## config.mk

```make
export PLATFORM = sky130hd
export DESIGN_NAME = sbl_accum
export DESIGN_NICKNAME = d
export VERILOG_FILES = /design/src/rtl/core/sbl_pkg.sv /design/src/rtl/core/sbl_accum.sv
export SDC_FILE = /design/constraint.sdc
export NUM_CORES = 2
export LEC_CHECK = 0
export BUFFER_PORTS_ARGS = -buffer_cell sky130_fd_sc_hd__buf_2
export CORE_ASPECT_RATIO = 0.9
export CORE_MARGIN = 1.5
export CORE_UTILIZATION = 70
export DETAILED_ROUTE_END_ITERATION = 7
export PLACE_DENSITY = 0.95
export SLEW_MARGIN = 15
export SYNTH_ARGS = -nofsm -noshare
export SYNTH_HDL_FRONTEND = slang
export SYNTH_SLANG_ARGS = --single-unit
```

## constraint.sdc

```tcl
create_clock -name clk_i -period 7.1 [get_ports clk_i]
set_clock_uncertainty 0.05 [all_clocks]
set_input_delay 0 -clock clk_i [delete_from_list [all_inputs] [get_ports clk_i]]
set_output_delay 0 -clock clk_i [all_outputs]
set_load 0.05 [all_outputs]
```

## src/rtl/core/sbl_pkg.sv

```systemverilog
// sbl_pkg: shared types and constants of the stack blur line filter
// no dependencies; imported by every module of the filter
`default_nettype none

package sbl_pkg;

  localparam int CHANNEL_BITS = 8;
  localparam int NUM_CHAN     = 3;
  localparam int PIXEL_W      = NUM_CHAN * CHANNEL_BITS;
  localparam int RADIUS_W     = 8;
  localparam int MUL_W        = 10;
  localparam int SHIFT_W      = 5;
  localparam int CFG_IDX_W    = 2;
  localparam int CFG_DATA_W   = 10;

  localparam logic [CHANNEL_BITS-1:0] CHAN_MAX = 8'd255;
  localparam logic [MUL_W-1:0]        MUL_RST  = 10'd512;
  localparam logic [SHIFT_W-1:0]      SHIFT_RST = 5'd9;

  // channel 0 is red, in the lowest bits
  typedef logic [NUM_CHAN-1:0][CHANNEL_BITS-1:0] pixel_t;

  typedef enum logic [CFG_IDX_W-1:0] {
    REG_RADIUS      = 2'd0,
    REG_SCALE_MUL   = 2'd1,
    REG_SCALE_SHIFT = 2'd2
  } cfg_reg_e;

  typedef enum logic {
    CMD_PIXEL = 1'b0,
    CMD_DRAIN = 1'b1
  } cmd_e;

  // fill loads the whole window at line start, step moves it by one pixel
  typedef struct packed {
    logic fill;
    logic step;
  } step_ctrl_t;

  typedef struct packed {
    logic [MUL_W-1:0]   mul;
    logic [SHIFT_W-1:0] shift;
  } scale_cfg_t;

endpackage

`default_nettype wire

```

## src/rtl/core/sbl_accum.sv

```systemverilog
// sbl_accum: weighted sum and the two half sums of each color channel
// depends on sbl_pkg
`default_nettype none

module sbl_accum
  import sbl_pkg::*;
#(
  parameter int WS_W = 24,
  parameter int HS_W = 16,
  parameter int SQ_W = 16
) (
  input  wire                             clk_i,
  input  wire                             rst_ni,
  input  step_ctrl_t                      ctrl_i,
  input  wire  [RADIUS_W-1:0]             radius_i,
  input  wire  [SQ_W-1:0]                 radius_sq_i,
  input  pixel_t                          new_px_i,
  input  pixel_t                          mid_px_i,
  input  pixel_t                          old_px_i,
  output logic [NUM_CHAN-1:0][WS_W-1:0]   ws_next_o
);

  logic [NUM_CHAN-1:0][WS_W-1:0] ws_q, ws_d;
  logic [NUM_CHAN-1:0][HS_W-1:0] in_q, in_d;
  logic [NUM_CHAN-1:0][HS_W-1:0] out_q, out_d;
  logic [RADIUS_W:0]             r_plus1;

  assign r_plus1 = {1'b0, radius_i} + (RADIUS_W+1)'(1);

  for (genvar ch = 0; ch < NUM_CHAN; ch++) begin : g_chan
    logic [SQ_W+CHANNEL_BITS-1:0]     ws_start;
    logic [RADIUS_W+CHANNEL_BITS:0]   hs_start;
    logic [CHANNEL_BITS-1:0]          nv, mid, old;

    assign nv       = new_px_i[ch];
    assign mid      = mid_px_i[ch];
    assign old      = old_px_i[ch];
    assign ws_start = (SQ_W+CHANNEL_BITS)'(radius_sq_i) * (SQ_W+CHANNEL_BITS)'(nv);
    assign hs_start = (RADIUS_W+CHANNEL_BITS+1)'(r_plus1)
                      * (RADIUS_W+CHANNEL_BITS+1)'(nv);

    always_comb begin
      ws_d[ch]  = ws_q[ch];
      in_d[ch]  = in_q[ch];
      out_d[ch] = out_q[ch];
      if (ctrl_i.fill) begin
        ws_d[ch]  = WS_W'(ws_start);
        out_d[ch] = HS_W'(hs_start);
        in_d[ch]  = HS_W'(hs_start - (RADIUS_W+CHANNEL_BITS+1)'(nv));
      end else if (ctrl_i.step) begin
        ws_d[ch]  = ws_q[ch] + WS_W'(in_q[ch]) - WS_W'(out_q[ch]) + WS_W'(nv);
        out_d[ch] = out_q[ch] + HS_W'(mid) - HS_W'(old);
        in_d[ch]  = in_q[ch] + HS_W'(nv) - HS_W'(mid);
      end
    end
  end

  always_ff @(posedge clk_i or negedge rst_ni) begin
    if (!rst_ni) begin
      ws_q  <= '0;
      in_q  <= '0;
      out_q <= '0;
    end else begin
      ws_q  <= ws_d;
      in_q  <= in_d;
      out_q <= out_d;
    end
  end

  assign ws_next_o = ws_d;

endmodule

`default_nettype wire

```

==> metrics list <==
- The flow ran to the end, and the final reports show no timing, DRC or antenna violations.
- Slew HR: 22.15%
- Final global-route overflow total: 0
* Via count of the first global-routing pass: 34.70k
* Count of vias placed by the detailed router: 33.69k
- Buffers inserted during clock tree synthesis total 17.
- CTS max path bufs: 2
- After technology mapping, the gate count stands at 4581.
* Routed length per placed instance: 20.13 um
- Number of buffers and inverters on the critical path: 5
- The detail route stage leaves a number of antenna-violating nets equal to 0.
- # H-tree levels: 4
- Aggregate negative setup slack: 0 ps
- The clock net in this run drives a total of 168 sinks.
- Number of enable-type register cells in the synthesized netlist: 0
* Startpoint-to-endpoint class of the critical path: in -> reg
- Synthesis-stage register bit count: 168
* Cell seen most often among critical-path stages: sky130_fd_sc_hd__fa_1
* Mean Syn Cell Area: 8.326 um^2
- Number of hold violations in the final report: 0
- The total area inside the core boundary comes to 53450 um^2.
* Post_cts resized: 0
* Ports: 172
- Subtracting the final worst setup slack from the clock period gives 6088 ps.
- Based on the critical path, the design can be clocked at up to 164.3 MHz.
- Slowest cell on the critical path: sky130_fd_sc_hd__xor2_1
- For this run, asynchronously set or reset flops after synthesis account for 100.0%.
- The initial utilization of the core area, before any placement, comes to 71.36%.
* Mapped Nets: 5648
- In this run the horizontal extent of the chip is 249.1 um.
- WP data required: 7370 ps
* Layout overhead on the synthesized area: 5.255%
- Hold buffers post-CTS: 6
- Warnings, synthesis: 0
* Total DRC errors in the routed layout: 0
- The congestion estimate from routability-driven global placement came to 1.008.
- Unrepaired setup endpoints after global routing: no
* Via count normalized by instance count: 6.295
* Leading register cell type out of synthesis: sky130_fd_sc_hd__dfrtp_1
- Die area: 55900 um^2
- Count of buffers from port buffering: 171
- The worst setup path is launched from an input pin.
- The later pin in the worst-skew pair is clocked with a latency of 510 ps.
- The worst setup path is captured at a register.
- On the critical path the largest part of the delay comes from adder cells.
- TritonCTS built the clock tree.
* Path category of the worst min-delay check: in -> async
* TritonRoute pass-1 iters: 8
- Total GRT Usage: 39.31%
- The first global-routing pass estimated 174.5 mm of wire.
- Cell area after technology mapping: 38140 um^2
* Number of max-cap violations: 0
- Transition time of the tightest slew-check pin: 1138 ps
* Final nets: 5703
- Of the synthesized area, sequential elements account for 11.02%.
- Delay of the slowest cell on the worst path: 810 ps
- Chain of cells forming the critical path: buf_2 -> buf_4 -> nand2_1 -> nor2_1 -> xor2_1 -> nand2_1 -> fa_1 -> fa_1 -> inv_1 -> fa_1 -> inv_1 -> fa_1 -> inv_1 -> ha_1 -> o21ai_0 -> nand2b_1 -> a31oi_1 -> xnor2_1 -> nor3b_2 -> nand3b_1 -> nor4_1 -> mux2i_1 -> o221ai_1
* Site Rows: 80
- Reg clk slew, reported paths: 70 ps
* Postcts setup bufs: 0
- In this run, distinct cell masters in the synthesized netlist total 84.
- Arr. time, crit path: 6360 ps
- Final setup fails: 0
- The tree is rooted in a sky130_fd_sc_hd__clkbuf_16.
- The die is 224.5 um tall.
- In this run the worst path has a maximum fanout of 30.
- Once detailed placement completed, the half-perimeter wirelength came to 83.15 mm.
- After detailed routing, the total wire length is 107.7 mm.
* Violation count after the first detailed-route iteration: 3750
- Share of layout cells above drive strength 1: 5.743%
- Period utilization: 85.74%
- Pin count of the biggest net entering global routing: 105
- Count of pins over their slew limit: 0
* Initial antenna violation count: 9
-- layout by cell type, fill, tap and decap left out, drive strengths merged, types with 19 or more instances in the layout --
master and instances:
a211oi 74, a21o 69, a21oi 254, a31oi 27, and2 254, and3 23, buf 193, clkbuf 19
dfrtp 168, fa 498, ha 469, inv 828, mux2i 61, nand2 455, nand2b 34, nand3 56
nor2 296, nor2b 40, nor3 60, o21a 38, o21ai 209, o21bai 21, o31ai 19, or3 33
xnor2 143, xor2 79
-- routing by layer --
layer / GRT usage [%] / share of wire, % / vias up
li1: - / - / 14990
met1: 50.95 / 39 / 16220
met2: 61.62 / 44 / 2077
met3: 11.28 / 13 / 403
met4: 17.56 / 4.5 / 4
met5: 0 / 0.031 / -
-- cell usage after synthesis (all sizes together), types with 74 or more instances --
cell    number  area [um^2]
a211oi      74        565.5
a21oi      254         1271
and2       254         1589
clkbuf     148        555.5
dfrtp      168         4204
fa         498         9970
ha         469         5868
inv        824         3093
nand2      455         1708
nor2       296         1111
o21ai      209         1046
xnor2      143         1252
xor2        79        691.9
-- kinds of logic (layout without fill, tap and decap cells) --
logic type	Yosys count	in the layout	synth area share, %
XOR/XNOR	222	222	5.098
adder cells (fa/ha/maj)	967	967	41.52
buffers and inverters	988	1056	9.726
multiplexers	67	67	1.778
AND/OR/NAND/NOR	1305	1305	16.28
other	0	6	0
AO/OA/AOI/OAI	864	864	14.58
flip-flops	168	168	11.02
-- final timing paths --
kind                                      start                    to  slack, ps  cells after the start
setup / recovery                    radius_i[0]  in_q[30]$_DFFE_PN0P_       1010                     23
hold / removal                           rst_ni    ws_q[48]$_DFF_PN0_         60                      3
setup reg to reg           out_q[2]$_DFFE_PN0P_    ws_q[22]$_DFF_PN0_       1860                     13
hold reg to reg              ws_q[42]$_DFF_PN0_    ws_q[42]$_DFF_PN0_        520                      2
max in group asynchronous                rst_ni    ws_q[40]$_DFF_PN0_       6030                      3
min in group clk_i                  new_px_i[0]   in_q[0]$_DFFE_PN0P_         70                      3
-- metrics by stage --
| stage | utilization [%] | cells | hold slack, ps | setup slack, ps | area (um^2) |
|---|---|---|---|---|---|
| floorplan | - | 4581 | -345.6 | 952.3 | 38140 |
| global placement | 73.79 | 5308 | -52.41 | 934.0 | 39440 |
| detailed placement | 73.79 | 5308 | -48.81 | 636.8 | 39440 |
| CTS | 75.08 | 5346 | 16.20 | 1180 | 40130 |
| global route | 75.10 | 5350 | 75.86 | 679.7 | 40140 |
| finish | 75.11 | 5352 | 61.95 | 1012 | 40150 |
-- sequential cells by signal, summed over array words and instances (netlist names) --
name and count:
in_q 48, ws_q 72, out_q 48
-- tightest hold or removal path: stages --
cell	delay (ps)
sky130_fd_sc_hd__dlygate4sd3_1	550
sky130_fd_sc_hd__buf_6	170
sky130_fd_sc_hd__buf_16	280
-- cell type report --
cell class              count  area, um^2
clock inverters            14       171.4
well taps                 697       872.1
flip-flops and latches    168        4204
clock buffers              18       439.2
multi-input cells        3425       30230
inverters                 825        3097
diodes                      6       15.01
repair buffers            199        1120
fillers                  3493       13300
Power is left out: the tool's default activity adds up to more than one toggle a clock period on the data nets, which glitch-free logic cannot reach.
