## config.mk

```make
export PLATFORM = sky130hd
export DESIGN_NAME = sbl_scale
export DESIGN_NICKNAME = d
export VERILOG_FILES = /design/src/rtl/core/sbl_pkg.sv /design/src/rtl/core/sbl_scale.sv
export SDC_FILE = /design/constraint.sdc
export NUM_CORES = 2
export LEC_CHECK = 0
export BUFFER_PORTS_ARGS = -buffer_cell sky130_fd_sc_hd__buf_2
export CORE_MARGIN = 10
export CORE_UTILIZATION = 50
export CTS_CLUSTER_SIZE = 8
export DETAILED_ROUTE_END_ITERATION = 10
export HOLD_SLACK_MARGIN = 0.08
export PLACE_DENSITY = 0.78
export SYNTH_ARGS = -nofsm -noshare
export SYNTH_HDL_FRONTEND = slang
export SYNTH_SLANG_ARGS = --single-unit
```

## constraint.sdc

```tcl
create_clock -name clk_i -period 9.3 [get_ports clk_i]
set_clock_uncertainty 0.05 [all_clocks]
set_input_delay 1.395 -clock clk_i [delete_from_list [all_inputs] [get_ports clk_i]]
set_output_delay 1.395 -clock clk_i [all_outputs]
set_load 0.02 [all_outputs]
```

## src/rtl/core/sbl_pkg.sv

```systemverilog
// sbl_pkg: shared types and constants of the stack blur line filter
// no dependencies; imported by every module of the filter
`default_nettype none

package sbl_pkg;

  localparam int CHANNEL_BITS = 8;
  localparam int NUM_CHAN     = 3;
  localparam int PIXEL_W      = NUM_CHAN * CHANNEL_BITS;
  localparam int RADIUS_W     = 8;
  localparam int MUL_W        = 10;
  localparam int SHIFT_W      = 5;
  localparam int CFG_IDX_W    = 2;
  localparam int CFG_DATA_W   = 10;

  localparam logic [CHANNEL_BITS-1:0] CHAN_MAX = 8'd255;
  localparam logic [MUL_W-1:0]        MUL_RST  = 10'd512;
  localparam logic [SHIFT_W-1:0]      SHIFT_RST = 5'd9;

  // channel 0 is red, in the lowest bits
  typedef logic [NUM_CHAN-1:0][CHANNEL_BITS-1:0] pixel_t;

  typedef enum logic [CFG_IDX_W-1:0] {
    REG_RADIUS      = 2'd0,
    REG_SCALE_MUL   = 2'd1,
    REG_SCALE_SHIFT = 2'd2
  } cfg_reg_e;

  typedef enum logic {
    CMD_PIXEL = 1'b0,
    CMD_DRAIN = 1'b1
  } cmd_e;

  // fill loads the whole window at line start, step moves it by one pixel
  typedef struct packed {
    logic fill;
    logic step;
  } step_ctrl_t;

  typedef struct packed {
    logic [MUL_W-1:0]   mul;
    logic [SHIFT_W-1:0] shift;
  } scale_cfg_t;

endpackage

`default_nettype wire

```

## src/rtl/core/sbl_scale.sv

```systemverilog
// sbl_scale: reciprocal multiply, shift and saturation with output register
// depends on sbl_pkg
`default_nettype none

module sbl_scale
  import sbl_pkg::*;
#(
  parameter int WS_W = 24
) (
  input  wire                            clk_i,
  input  wire                            rst_ni,
  input  scale_cfg_t                     cfg_i,
  input  wire                            in_valid_i,
  output logic                           in_ready_o,
  input  wire  [NUM_CHAN-1:0][WS_W-1:0]  in_ws_i,
  input  wire                            in_end_i,
  output logic                           out_valid_o,
  input  wire                            out_ready_i,
  output pixel_t                         out_px_o,
  output logic                           out_end_o
);

  localparam int PROD_W = WS_W + MUL_W;

  logic                              vw_q, vp_q, vo_q;
  logic                              endw_q, endp_q, endo_q;
  logic [NUM_CHAN-1:0][WS_W-1:0]     ws_q;
  logic [NUM_CHAN-1:0][PROD_W-1:0]   prod_q, prod_d;
  pixel_t                            px_q, px_d;
  logic                              ready_o_stage, ready_p_stage, ready_w_stage;

  assign ready_o_stage = !vo_q || out_ready_i;
  assign ready_p_stage = !vp_q || ready_o_stage;
  assign ready_w_stage = !vw_q || ready_p_stage;
  assign in_ready_o    = ready_w_stage;

  for (genvar ch = 0; ch < NUM_CHAN; ch++) begin : g_chan
    logic [PROD_W-1:0] shifted;

    assign prod_d[ch] = PROD_W'(ws_q[ch]) * PROD_W'(cfg_i.mul);
    assign shifted    = prod_q[ch] >> cfg_i.shift;
    assign px_d[ch]   = (|shifted[PROD_W-1:CHANNEL_BITS]) ? CHAN_MAX
                                                         : shifted[CHANNEL_BITS-1:0];
  end

  always_ff @(posedge clk_i or negedge rst_ni) begin
    if (!rst_ni) begin
      vw_q <= 1'b0;
      vp_q <= 1'b0;
      vo_q <= 1'b0;
    end else begin
      if (ready_w_stage) vw_q <= in_valid_i;
      if (ready_p_stage) vp_q <= vw_q;
      if (ready_o_stage) vo_q <= vp_q;
    end
  end

  always_ff @(posedge clk_i) begin
    if (ready_w_stage && in_valid_i) begin
      ws_q   <= in_ws_i;
      endw_q <= in_end_i;
    end
    if (ready_p_stage && vw_q) begin
      prod_q <= prod_d;
      endp_q <= endw_q;
    end
    if (ready_o_stage && vp_q) begin
      px_q   <= px_d;
      endo_q <= endp_q;
    end
  end

  assign out_valid_o = vo_q;
  assign out_px_o    = px_q;
  assign out_end_o   = endo_q;

endmodule

`default_nettype wire

```

==> reports/summary.txt <==
Worst Reg-to-Reg Cells = 18
Critical Path Start = cfg_i[6]
register bit total from synthesis = 204
Post-Synthesis Mean Instance Area = 9.55 µm²
pin count of the biggest net entering global routing = 88
fin crit share = 78.3%
number of buffers added by the clock tree synthesis step = 31
standard cell with the maximum stage delay on the critical path = buf_2
count of non-filler cells in the finished layout = 4380
final setup slack of the worst path = 2.02 ns
average routed wire per standard cell = 17.7 µm
Clk pin slew, worst setup/hold paths = 0.05 ns
worst hold-check slack = 0.377 ns
total DRC errors in the routed layout = 0
sequential cell area fraction in the yosys report = 18.2%
slew at the pin with the worst max-slew slack = 1.03 ns
delay of the slowest cell on the worst path = 0.56 ns
area of the mapped netlist = 0.0336 mm²
largest cells by area after synthesis = fa_1 (31%), edfxtp_1 (18%), ha_1 (7.7%)
Core Footprint = 0.0669 mm²
via count = 24299
met1 demand-to-capacity share in global routing = 29.0%
class of the worst hold path = flop to flop
setup slack at placement = 1.45 ns
Critical Path, Cell by Cell = buf_2 -> buf_4 -> nand2_1 -> fa_1 -> inv_1 -> fa_1 -> fa_1 -> fa_1 -> inv_1 -> fa_1 -> inv_1 -> ha_1 -> a21o_1 -> a21oi_1 -> nor2b_1 -> a311oi_1 -> a21oi_1 -> o21ai_0 -> o21ai_0 -> a41oi_1 -> xnor2_1
GRT busiest layer = met2
width of the die = 279 µm
number of sinks handled by clock tree synthesis = 204
number of antenna violations at the first check in global routing = 0
effective utilization at floorplan = 50.3%
global routing usage on met2 = 32.0%
layout overhead on the synthesized area = 5.67%
overflow left after global routing = 0
startpoint types = input pin
Tot GR Track Use = 20.3%
global routing met3 resource utilization = 2.63%
floorplan row count = 95
antenna diode count = 0
number of pins exceeding their max-slew limit in the final report = 0
H-Tree Level Count = 1
# nets final = 4309
count of hold-fix buffers inserted at cts = 0
number of flops mapped to enable cells by yosys = 201
Total Routed Length = 77600 µm
beginning of the worst register-to-register path = ws_q[6]
buffers inserted during post-CTS setup optimization = 0
count of input and output buffers = 118
reg2reg setup slack = 2.89 ns
Pre-antenna DRT Iters = 6
count of final setup violators = 0
DR vias/cell = 5.55
leading cell type in the layout, fill and taps excluded = fa_1
Max transition margin = 31.5%
number of warnings issued by yosys = 0
Total Negative Setup Slacks = 0 ns
count of cells resized by post-cts repair = 0
synthesized netlist cell count = 3524
Mapped Nets = 4345
final antenna-violating net count = 0
wire length of the first global-routing pass = 131000 µm
drt first-iter violations = 1832
later-pin clock latency in the skew report = 0.62 ns
sort of element at the end of the critical path = flop
commonest register cell after synthesis = edfxtp_1
leading cell types in the layout, fill and taps excluded = fa_1 (522), inv_1 (521), nand2_1 (507)
fraction of synthesized cell area taken by the top area cell type = 31.1%
Worst EP arrival = 7.59 ns
count of unique library cells instantiated by Yosys = 82
CTS tree = built
die outline area = 0.0781 mm²
endpoint of the worst register-to-register path = prod_q[31]
Die Y-Extent = 279 µm
proportion of layout cells with a drive suffix above 1 = 7.53%
Total Power = 0.0128 W
Data required, critical path = 9.60 ns
final worst path period need = 7.28 ns
run status = finished clean
cell occurring most often along the worst timing path = fa_1
clock root buffer = clkbuf_16
Max Cap Violations = 0
proportion of synthesized flip-flops having asynchronous set or reset = 1.47%
final-report hold violation count = 0
last weighted congestion value of the routability-driven placer = 0.875
Static Leak = 16.8 nW
vias in the first global route = 25665
I/O Pins = 119
maximum clock frequency = 137 MHz
last element of the critical path = prod_q[61]
classification of the worst setup path = input pin to flop
detailed placer's ending HPWL = 60800 µm
Worst VDD drop = 303 µV
instance count after placement with tap cells included = 4328
Pwr per Cell Area = 361 mW/mm²
Clock Path Buffers = 3
library cell occupying the most area in the post-synthesis netlist = fa_1
setup repair after global routing missed its margin = no
critical path fanouts, max = 26
[worst min-delay path by stage]
| stage | startpoint | end | slack (ns) | depth (start not counted) |
|---|---|---|---|---|
| after detailed placement | endw_q | endp_q | 0.37 | 0 |
| after CTS | endw_q | endp_q | 0.38 | 0 |
| after global placement | endp_q | out_end_o | 0.36 | 0 |
| after global routing | endp_q | out_end_o | 0.38 | 0 |
| after floorplan | endw_q | endp_q | 0.35 | 0 |
| final | endp_q | out_end_o | 0.38 | 0 |
[cells by family after synthesis]
kind of cell / share of synthesized area, %
AND/OR/NAND/NOR: 16.5
buffers and inverters: 8.71
adder cells (fa/ha/maj): 38.8
AO/OA/AOI/OAI: 8.56
flip-flops: 18.2
multiplexers: 7.08
XOR/XNOR: 2.19
[power breakdown]
group / internal [W] / switching (W)
logic: 0.00416 / 0.00554
clock network: 0.000651 / 0.000435
registers: 0.00177 / 0.000275
total: 0.00657 / 0.00625
[metal layers]
metal	wire [µm]	vias to the layer above
met1	35600	12098
met5	0	-
met3	5040	107
met4	2160	0
li1	-	11274
met2	34800	820
[state kept, by name, indices dropped and copies added, names as in the netlist]
register     count
endp_q           1
endw_q           1
out_end_o        1
out_px_o        24
out_valid_o      1
prod_q         102
vp_q             1
vw_q             1
ws_q            72
[cells in the mapped netlist (6+ instances only)]
| master | n |
|---|---|
| or2_2 | 6 |
| o21ai_0 | 88 |
| nand3_1 | 28 |
| nor2b_1 | 24 |
| mux4_2 | 32 |
| buf_1 | 59 |
| xor2_1 | 19 |
| a2bb2oi_1 | 9 |
| mux4_1 | 9 |
| mux2i_1 | 114 |
| o21a_1 | 13 |
| nor4_1 | 6 |
| a22oi_1 | 9 |
| and2_1 | 380 |
| edfxtp_1 | 201 |
| fa_1 | 522 |
| a21oi_1 | 156 |
| and3_1 | 9 |
| mux2_2 | 24 |
| xnor2_1 | 65 |
| o31ai_1 | 8 |
| a211oi_1 | 23 |
| inv_1 | 521 |
| buf_2 | 26 |
| o211ai_1 | 15 |
| nand2_1 | 507 |
| clkbuf_1 | 115 |
| o21bai_1 | 19 |
| buf_6 | 8 |
| nand2b_1 | 20 |
| nor2_1 | 88 |
| ha_1 | 207 |
| nor3_1 | 27 |
| nand4_1 | 13 |
| buf_4 | 11 |
| a31oi_1 | 14 |
| a21o_1 | 45 |
| a311oi_1 | 6 |
[cell type report]
cell class | count | area [µm²]
Clock buffer | 47 | 856
Clock inverter | 5 | 62.6
Fill cell | 5724 | 31400
Inverter | 524 | 1970
Multi-Input combinational cell | 2576 | 24600
Sequential cell | 204 | 6110
Tap cell | 873 | 1090
Timing Repair Buffer | 151 | 858
[critical path, delay by kind of cell]
kind	cells	cell delay, ns
XOR/XNOR	1	0.09
buffers and inverters	5	1.10
adder cells (fa/ha/maj)	6	2.88
AO/OA/AOI/OAI	7	1.89
AND/OR/NAND/NOR	2	0.18
[per-stage QoR]
| step | area [µm²] | utilization [%] |
|---|---|---|
| after CTS | 35600 | 53.1 |
| after detailed placement | 34600 | 51.8 |
| final | 35600 | 53.1 |
| after global routing | 35600 | 53.1 |
| after floorplan | 33600 | - |
| after global placement | 34600 | 51.8 |
No activity file was read; power rests on OpenSTA's default activity.
